--- config.mk ---
export PLATFORM = sky130hd
export DESIGN_NAME = serial_tx_rx_ring_buffers_unit
export DESIGN_NICKNAME = d
export VERILOG_FILES = /design/src/hw/rtl/stxrx_pkg.sv /design/src/hw/rtl/stxrx_ring.sv /design/src/hw/rtl/serial_tx_rx_ring_buffers_unit.sv
export SDC_FILE = /design/constraint.sdc
export NUM_CORES = 2
export LEC_CHECK = 0
export BUFFER_PORTS_ARGS = -buffer_cell sky130_fd_sc_hd__buf_2
export CAP_MARGIN = 40
export CORE_MARGIN = 2
export CORE_UTILIZATION = 30
export CTS_CLUSTER_DIAMETER = 60
export DETAILED_ROUTE_END_ITERATION = 8
export PLACE_DENSITY_LB_ADDON = 0.12
export SYNTH_ARGS = -nofsm -noshare
export SYNTH_HDL_FRONTEND = slang
export SYNTH_HIERARCHICAL = 1
export SYNTH_SLANG_ARGS = --single-unit
--- constraint.sdc ---
create_clock -name clk -period 3.1 [get_ports clk]
set_clock_uncertainty 0.15 [all_clocks]
set_input_delay 0.155 -clock clk [delete_from_list [all_inputs] [get_ports clk]]
set_output_delay 0.155 -clock clk [all_outputs]
set_load 0.02 [all_outputs]
--- src/hw/rtl/stxrx_pkg.sv ---
// Shared types and constants for the serial transmit and receive ring buffers.
package stxrx_pkg;

  // Operation codes carried in the mode field of an input transaction.
  typedef enum logic [2:0] {
    MODE_TX_PUSH   = 3'd0,
    MODE_TX_POP    = 3'd1,
    MODE_RX_PUSH   = 3'd2,
    MODE_RX_POP    = 3'd3,
    MODE_LINE_DONE = 3'd4
  } mode_t;

  // Character codes the receive path treats specially.
  localparam logic [7:0] CH_NUL = 8'h00;
  localparam logic [7:0] CH_LF  = 8'h0A;
  localparam logic [7:0] CH_CR  = 8'h0D;

  // Status one ring reports to the top level for the current transaction.
  typedef struct packed {
    logic pending;   // Ring holds at least one byte after this transaction.
    logic pop_hit;   // A pop found data; read data is valid next cycle.
  } ring_status_t;

endpackage

--- src/hw/rtl/stxrx_ring.sv ---
// Circular byte buffer with a synchronous memory and pointer logic.
module stxrx_ring
  import stxrx_pkg::*;
#(
  parameter int DEPTH     = 32,
  parameter bit OVERWRITE = 1'b0
) (
  input  logic         clk,
  input  logic         rst,
  input  logic         push,
  input  logic         pop,
  input  logic [7:0]   wdata,
  output logic [7:0]   rdata,
  output ring_status_t status
);

  localparam int AW = (DEPTH > 1) ? $clog2(DEPTH) : 1;
  localparam logic [AW-1:0] LAST = AW'(DEPTH - 1);

  logic [7:0]    mem [DEPTH];
  logic [AW-1:0] wr_ptr;
  logic [AW-1:0] rd_ptr;
  logic [AW-1:0] wr_ptr_next;
  logic [AW-1:0] rd_ptr_next;
  logic [AW-1:0] wr_inc;
  logic [AW-1:0] rd_inc;
  logic          full;
  logic          empty;
  logic          do_write;
  logic          do_read;

  // Pointer increments wrap at the buffer depth, which need not be a power of two.
  assign wr_inc = (wr_ptr == LAST) ? '0 : wr_ptr + 1'b1;
  assign rd_inc = (rd_ptr == LAST) ? '0 : rd_ptr + 1'b1;
  assign full   = (wr_inc == rd_ptr);
  assign empty  = (wr_ptr == rd_ptr);

  // A full buffer either drops the new byte or drops its oldest byte.
  assign do_write = push && (OVERWRITE || !full);
  assign do_read  = pop && !empty;

  always_comb begin
    wr_ptr_next = do_write ? wr_inc : wr_ptr;
    if (do_read || (do_write && full)) begin
      rd_ptr_next = rd_inc;
    end else begin
      rd_ptr_next = rd_ptr;
    end
  end

  always_ff @(posedge clk) begin
    if (rst) begin
      wr_ptr <= '0;
      rd_ptr <= '0;
    end else begin
      wr_ptr <= wr_ptr_next;
      rd_ptr <= rd_ptr_next;
    end
  end

  // Storage: one write port, one registered read port.
  always_ff @(posedge clk) begin
    if (do_write) begin
      mem[wr_ptr] <= wdata;
    end
    if (do_read) begin
      rdata <= mem[rd_ptr];
    end
  end

  assign status.pending = (wr_ptr_next != rd_ptr_next);
  assign status.pop_hit = do_read;

endmodule

--- src/hw/rtl/serial_tx_rx_ring_buffers_unit.sv ---
// Top level of the serial transmit and receive ring buffers with line counting.
// Each result is registered in the output stage and appears in the cycle after its input is accepted.
// Throughput: one transaction per cycle while the output is not stalled; each ring memory does one access per cycle.
// The output stage holds the result while stalled and the input then stalls too.
// Synchronous reset empties both rings, clears the line count and the output valid.
// Buffer contents are not cleared; a ring never reads an entry it has not written.
module serial_tx_rx_ring_buffers_unit
  import stxrx_pkg::*;
#(
  parameter int TX_DEPTH = 128,
  parameter int RX_DEPTH = 32
) (
  input  logic       clk,
  input  logic       rst,
  input  logic       in_valid,
  output logic       in_stall,
  input  logic [2:0] mode,
  input  logic [7:0] byte_in,
  output logic       out_valid,
  input  logic       out_stall,
  output logic [7:0] byte_out,
  output logic       tx_pending,
  output logic [7:0] line_count,
  output logic       line_event
);

  logic         accept;
  logic         tx_push;
  logic         tx_pop;
  logic         rx_push;
  logic         rx_pop;
  logic         line_done;
  logic [7:0]   rx_byte;
  logic         rx_is_lf;
  logic [7:0]   line_count_next;
  logic [7:0]   tx_rdata;
  logic [7:0]   rx_rdata;
  ring_status_t tx_status;
  ring_status_t rx_status;
  logic         sel_tx;
  logic         sel_rx;

  // The input stalls only while a finished result waits at the output.
  assign in_stall = out_valid && out_stall;
  assign accept   = in_valid && !in_stall;

  // Decode the operation of the accepted transaction.
  always_comb begin
    tx_push   = 1'b0;
    tx_pop    = 1'b0;
    rx_push   = 1'b0;
    rx_pop    = 1'b0;
    line_done = 1'b0;
    if (accept) begin
      unique case (mode)
        MODE_TX_PUSH:   tx_push   = 1'b1;
        MODE_TX_POP:    tx_pop    = 1'b1;
        MODE_RX_PUSH:   rx_push   = (byte_in != CH_NUL);
        MODE_RX_POP:    rx_pop    = 1'b1;
        MODE_LINE_DONE: line_done = 1'b1;
        default:        ;
      endcase
    end
  end

  // Carriage return is stored as line feed.
  assign rx_byte  = (byte_in == CH_CR) ? CH_LF : byte_in;
  assign rx_is_lf = (rx_byte == CH_LF);

  // Line count wraps on increment and saturates at zero on decrement.
  always_comb begin
    line_count_next = line_count;
    if (rx_push && rx_is_lf) begin
      line_count_next = line_count + 8'd1;
    end else if (line_done && (line_count != 8'd0)) begin
      line_count_next = line_count - 8'd1;
    end
  end

  stxrx_ring #(
    .DEPTH     (TX_DEPTH),
    .OVERWRITE (1'b0)
  ) u_tx_ring (
    .clk    (clk),
    .rst    (rst),
    .push   (tx_push),
    .pop    (tx_pop),
    .wdata  (byte_in),
    .rdata  (tx_rdata),
    .status (tx_status)
  );

  stxrx_ring #(
    .DEPTH     (RX_DEPTH),
    .OVERWRITE (1'b1)
  ) u_rx_ring (
    .clk    (clk),
    .rst    (rst),
    .push   (rx_push),
    .pop    (rx_pop),
    .wdata  (rx_byte),
    .rdata  (rx_rdata),
    .status (rx_status)
  );

  // Output stage: loads on every accepted transaction and holds while stalled.
  always_ff @(posedge clk) begin
    if (rst) begin
      out_valid  <= 1'b0;
      tx_pending <= 1'b0;
      line_count <= '0;
      line_event <= 1'b0;
      sel_tx     <= 1'b0;
      sel_rx     <= 1'b0;
    end else begin
      if (accept) begin
        out_valid  <= 1'b1;
        tx_pending <= tx_status.pending;
        line_count <= line_count_next;
        line_event <= rx_push && rx_is_lf;
        sel_tx     <= tx_status.pop_hit;
        sel_rx     <= rx_status.pop_hit && !rx_status.pending ? 1'b1 : rx_status.pop_hit;
      end else if (!out_stall) begin
        out_valid <= 1'b0;
      end
    end
  end

  // The popped byte comes straight from the ring's registered read data.
  assign byte_out = sel_tx ? tx_rdata : (sel_rx ? rx_rdata : 8'd0);

endmodule

* Yosys cells after proc, flatten, opt, wreduce, memory -nomap -nowiden
Memory sizes are Yosys's and may differ from the RTL's. A register that Yosys moved wholly into a read port is not among the register bits. Index checks and enable logic that the tools add are counted.
Word-level totals: logic and storage cells 87, latch bits 0, bits in registers 37, memories 2, ROM bits 0, output and inout port bits 20, memory bits (writable) 1280, input bits 15
Memories:
- u_tx_ring.mem | depth 128, bits a word 8, rd ports 1, clocked after Yosys merged registers in 1, write ports 1, line stxrx_ring.sv:20 | logic [7:0] mem [DEPTH];
- u_rx_ring.mem | depth 32, bits a word 8, rd ports 1, clocked after Yosys merged registers in 1, write ports 1, line stxrx_ring.sv:20
Operators by class: mux-type cells 30, equal/unequal tests 17, $mul 0, $lt $le $gt $ge 0, div/mod/pow operators 0, add/subtract/negate cells 6, bitwise gates (word level) 0, reductions and logical operators 22, shifts and indexed selects 0
Operator list (count):
- 2-to-1 mux 8 bit | 5
- 2-to-1 mux 7 bit | 4
- 2-to-1 mux 5 bit | 4
- 2-to-1 mux 1 bit | 17
- equality test 8 x 4 -> 1 bit, second input constant | 2
- nonzero test 8 bit | 2
- adder 7 x 1 -> 7 bit, second input constant | 2
- equality test 7 bit | 2
- equality test 7 bit, second input constant | 2
- adder 5 x 1 -> 5 bit, second input constant | 2
- equality test 5 bit | 2
- equality test 5 bit, second input constant | 2
- logical AND 1 bit | 10
- adder 8 x 1 -> 8 bit, second input constant | 1
- subtractor 8 x 1 -> 8 bit, second input constant | 1
- != test 7 bit | 1
- equality test 3 x 2 -> 1 bit, second input constant | 2
- logical NOT 1 bit | 5
- != test 5 bit | 1
- equality test 3 x 1 -> 1 bit, second input constant | 1
- equality test 3 bit, second input constant | 1
- logical NOT 3 bit | 1
- logical OR 1 bit | 2
- != test 2 x 1 -> 1 bit, second input constant | 1
- 2 further kinds | 2

* Depth between registers and ports, before layout
depth in word-level cells 11, gate-level depth with buffers 14

* Hierarchy
Netlist, hierarchy kept.
By module, submodules not included:
- stxrx_ring at u_tx_ring | area an instance 41113.2 um2, cells an instance 1808, instances 1
- stxrx_ring at u_rx_ring | area an instance 11046.8 um2, cells an instance 624, instances 1
- serial_tx_rx_ring_buffers_unit | area an instance 960.9 um2, cells an instance 118, instances 1

* Least setup slack after synthesis
No wires, ideal clock.
path kind register -> register, start point register out_valid, end point memory u_tx_ring.mem[113][0] (enable), arrival 2695 ps, cell stages (with the launch flop) 11, path buffers 1, slack -116 ps, required time 2579 ps, path through dfxtp_1 and2_1 nand2b_1 nor4_1 inv_1 a31o_2 o32a_4 a21oi_4 nand3_4 buf_6 nor2_1
Between the ends: cells in the longest elaborated chain, start to end 7
Ends and longest elaborated chain:
- from (decl) | line serial_tx_rx_ring_buffers_unit.sv:19 | output logic out_valid,
- from (signal assigned) | line serial_tx_rx_ring_buffers_unit.sv:109 | out_valid <= 1'b0;
- from (signal assigned) | line serial_tx_rx_ring_buffers_unit.sv:117 | out_valid <= 1'b1;
- from (signal assigned) | line serial_tx_rx_ring_buffers_unit.sv:124 | out_valid <= 1'b0;
- logical AND 1 bit | line serial_tx_rx_ring_buffers_unit.sv:44 | assign in_stall = out_valid && out_stall;
- via in_stall | line serial_tx_rx_ring_buffers_unit.sv:16 | output logic in_stall,
- logical NOT 1 bit | line serial_tx_rx_ring_buffers_unit.sv:45 | assign accept = in_valid && !in_stall;
- logical AND 1 bit | line serial_tx_rx_ring_buffers_unit.sv:45
- 2-to-1 mux 1 bit | line serial_tx_rx_ring_buffers_unit.sv:54 | if (accept) begin
- via tx_push | line serial_tx_rx_ring_buffers_unit.sv:28 | logic tx_push;
- logical AND 1 bit | line stxrx_ring.sv:39 | assign do_write = push && (OVERWRITE || !full);
- 2-to-1 mux 1 bit | line stxrx_ring.sv:63 | if (do_write) begin
- 2-to-1 mux 1 bit (implied by the code) | line stxrx_ring.sv:64 | mem[wr_ptr] <= wdata;
- to (decl) | line stxrx_ring.sv:20
The timed path passes the listed nets, and every way through them passes these cells.

* Worst setup path after layout
start point register u_tx_ring.rd_ptr[0], end point register u_tx_ring.rdata[0], read port of u_tx_ring.mem (data pin)
Between the ends: cells in the longest elaborated chain, start to end 3
Ends and longest elaborated chain:
- from (decl) | line stxrx_ring.sv:22 | logic [AW-1:0] rd_ptr;
- from (signal assigned) | line stxrx_ring.sv:57 | rd_ptr <= rd_ptr_next;
- equality test 7 bit | line stxrx_ring.sv:36 | assign empty = (wr_ptr == rd_ptr);
- logical NOT 1 bit | line stxrx_ring.sv:40 | assign do_read = pop && !empty;
- logical AND 1 bit | line stxrx_ring.sv:40
- to (decl) | line stxrx_ring.sv:13 | output logic [7:0] rdata,
Several ways; a longest one is shown, not always the timed one. A chain may end at the register's enable or synchronous reset.

==> key figures <==
Layout
  • Nets: a little over 3000
  • Final Util: between 30% and 40%
  • Area of the multi-input gates: roughly 14000 sq um
  • Fin cells: roughly 5500
  • Layout cells sized above 1: approximately two fifths
  • Fin area: about 67000 sq um
  • Seq. cell area: 39700 sq um
  • Area growth syn-to-layout: 26.4%
  • Fillers: roughly 16000

Power
  • Net Sw Frac: approximately a fifth
  • Gate power share: approximately 2.5%
  • PwrDens: ~580 nW/um^2
  • Clock power frac: between 40% and 50%
  • Power Total: 38700 uW
  • Sequential power share: 51.2%
  • Max rail drop VDD: roughly 0.6 mV
  • Switching power: 8070 uW
  • Leak: 0.0209 uW
  • Internal: 30600 uW

Clock network
  • CTS Buffer Depth: 3
  • Clock-pin slew on the worst setup and hold paths: 60 ps
  • CTS root buffer: clkbuf_16
  • Clock Sinks: ~1300
  • CTS tree: built
  • Skew-Pair Late Insertion Delay: about 790 ps
  • Inserted Clock Buffers: about 150
  • H-tree depth: 4

Floorplan
  • Core area: approximately 180000 sq um
  • Die Area: between 150000 and 200000 sq um
  • Die width: between 400 and 500 microns
  • Top-Level Pins: 35
  • Die height: roughly 420 microns
  • Number of cell rows: roughly 150
  • Starting Density: a little under a third

Place
  • Dpl hpwl: between 90000 and 100000 microns
  • Dpl cell area: roughly 60000 sq um
  • Setup WS pre-CTS: -626 ps
  • Final GP Congestion: between 0.8 and 0.9
  • Port buffer count: 34
  • Placed Cells: a little over 5000

Worst setup path
  • Worst EP required: around 3500 ps
  • Reg2Reg Setup Slack: -60 ps
  • Critical Path Start Type: flip-flop
  • Critical Path AT: ~3600 ps
  • Worst-path fanout max: 7
  • Crit path kind: reg2reg
  • Crit path capture type: flip-flop

Global route
  • Initial antenna violation count: 8
  • GRT overflow: 0
  • First-pass GRT wire length: about 210000 microns
  • M2 GR Usage: 26.2%
  • Vias in the first global route: 28421
  • Pin count of the biggest net entering global routing: 80
  • Met3 usage: under 10%
  • Grt peak-use layer: met2
  • GR Util All Layers: 16.5%
  • GR Layer Usage met1: between 20% and 30%

STA
  • Max Clock Freq: about 0.32 GHz
  • Worst-Margin Slew: 969 ps
  • RSZ-0062 raised after global routing: true
  • Slew Viols, Final: 0
  • Slew margin rel.: between 30% and 40%
  • Final setup fails: 8
  • Period utilization: 102%
  • Hold Vio Cnt, Final: 0
  • Fin worst setup slack: -62.4 ps
  • Fin crit period: 3160 ps

Synth
  • Mapped Area: 53000 sq um
  • Yosys warnings: 6
  • Synth Area per Inst: roughly 21 sq um
  • Syn_nets: between 2000 and 3000
  • Mapped Cells: between 2000 and 3000

Route
  • Detailed-route wire length per cell: roughly 27 microns
  • Post-route antenna net violation count: 0
  • Initial DRC count: 2503
  • Routed wire length: about 150000 microns
  • Pre-Repair DR Iteration Count: 7
  • DR vias: about 27000
  • Routed vias/inst: a little under 5
  • Drt drc: 0

Run status
  • Failing checks: setup timing
  • Status: complete, but fails checks

Run
  • Max-cap violations: 0

Hold path
  • HP Class: in2reg
[final cells by class]
cell class / instances / area share, %
well taps: 2340 / 4.37
clock buffers: 189 / 6.01
flip-flops and latches: 1333 / 59.2
multi-input cells: 1047 / 20.3
clock inverters: 92 / 1.43
repair buffers: 522 / 8.64
diodes: 1 / 0.00373
inverters: 15 / 0.0914
[stage by stage]
stage | setup TNS [ps] | hold WS, ps
3_5_place_dp | -507050 | 297
5_1_grt | -1100 | 86.6
3_3_place_gp | -449900 | 292
4_1_cts | -6740 | 41.0
2_1_floorplan | -43870 | 74.1
6_report | -312 | 102
[power groups by stage]
stage                     clock network, uW  registers (uW)  logic [uW]
after detailed placement                  0           20200         908
after floorplan                           0           20200         332
after global placement                    0           20200         860
final                                 17900           19800         967
after global routing                  19100           19800        1040
after CTS                             18400           19800         954
[final timing paths]
path,startpoint,to,cells after the start
worst max-delay path,u_tx_ring/rd_ptr[0]$_SDFF_PP0_,u_tx_ring/rdata[0]$_DFFE_PP_,8
worst min-delay path,byte_in[1],u_tx_ring/mem[86][1]$_DFFE_PP_,3
worst max register to register,u_tx_ring/rd_ptr[0]$_SDFF_PP0_,u_tx_ring/rdata[0]$_DFFE_PP_,8
worst min register to register,sel_rx$_SDFFE_PP0P_,sel_rx$_SDFFE_PP0P_,2
[layout by cell type, fill, tap and decap left out, types with 10 or more instances in the layout]
cell type / count
nor2_2: 31
nand2_1: 76
buf_2: 26
ha_1: 10
nand3_1: 14
mux4_2: 376
clkbuf_16: 166
nor2_1: 112
o221ai_1: 31
mux2i_1: 63
nor2b_1: 10
clkbuf_1: 33
nor2_4: 76
xnor2_1: 15
a21oi_1: 25
o21ai_0: 26
nand2_2: 10
dlygate4sd3_1: 16
dfxtp_1: 26
buf_16: 15
buf_4: 253
buf_12: 65
edfxtp_1: 1296
clkinv_2: 20
buf_8: 25
bufinv_16: 14
clkinv_1: 32
xor2_1: 16
buf_6: 112
[flip-flops by register name, indices dropped and copies added, names as in the netlist]
| signal | count |
|---|---|
| u_rx_ring/wr_ptr | 5 |
| sel_rx | 1 |
| u_tx_ring/mem | 1024 |
| line_count | 8 |
| u_rx_ring/rd_ptr | 5 |
| line_event | 1 |
| u_rx_ring/mem | 256 |
| u_tx_ring/rdata | 8 |
| tx_pending | 1 |
| out_valid | 1 |
| sel_tx | 1 |
| u_rx_ring/rdata | 8 |
| u_tx_ring/wr_ptr | 7 |
| u_tx_ring/rd_ptr | 7 |
[layer usage]
metal / part of all wire, % / vias to the layer above
li1: - / 11681
met1: 45 / 14716
met2: 48 / 669
met3: 5.0 / 209
met4: 2.3 / 4
met5: 0.016 / -
[critical path, cell delays in order (launching register included)]
cell and delay, ps:
dfxtp_4 420, buf_12 150, buf_16 180, buf_12 150
mux4_2 550, mux4_2 560, mux4_2 550, nand2_1 100
nand2_1 60
[repair_timing]
action                                   CTS  global route
cloned                                     4            13
endpoints found under the setup margin  1038           998
resized for setup                        336            52
pin swaps                                 61            18
hold buffers                              16             0
endpoints found under the hold margin    374             0
setup buffers                              8            22
No activity file was read; power rests on OpenSTA's default activity.
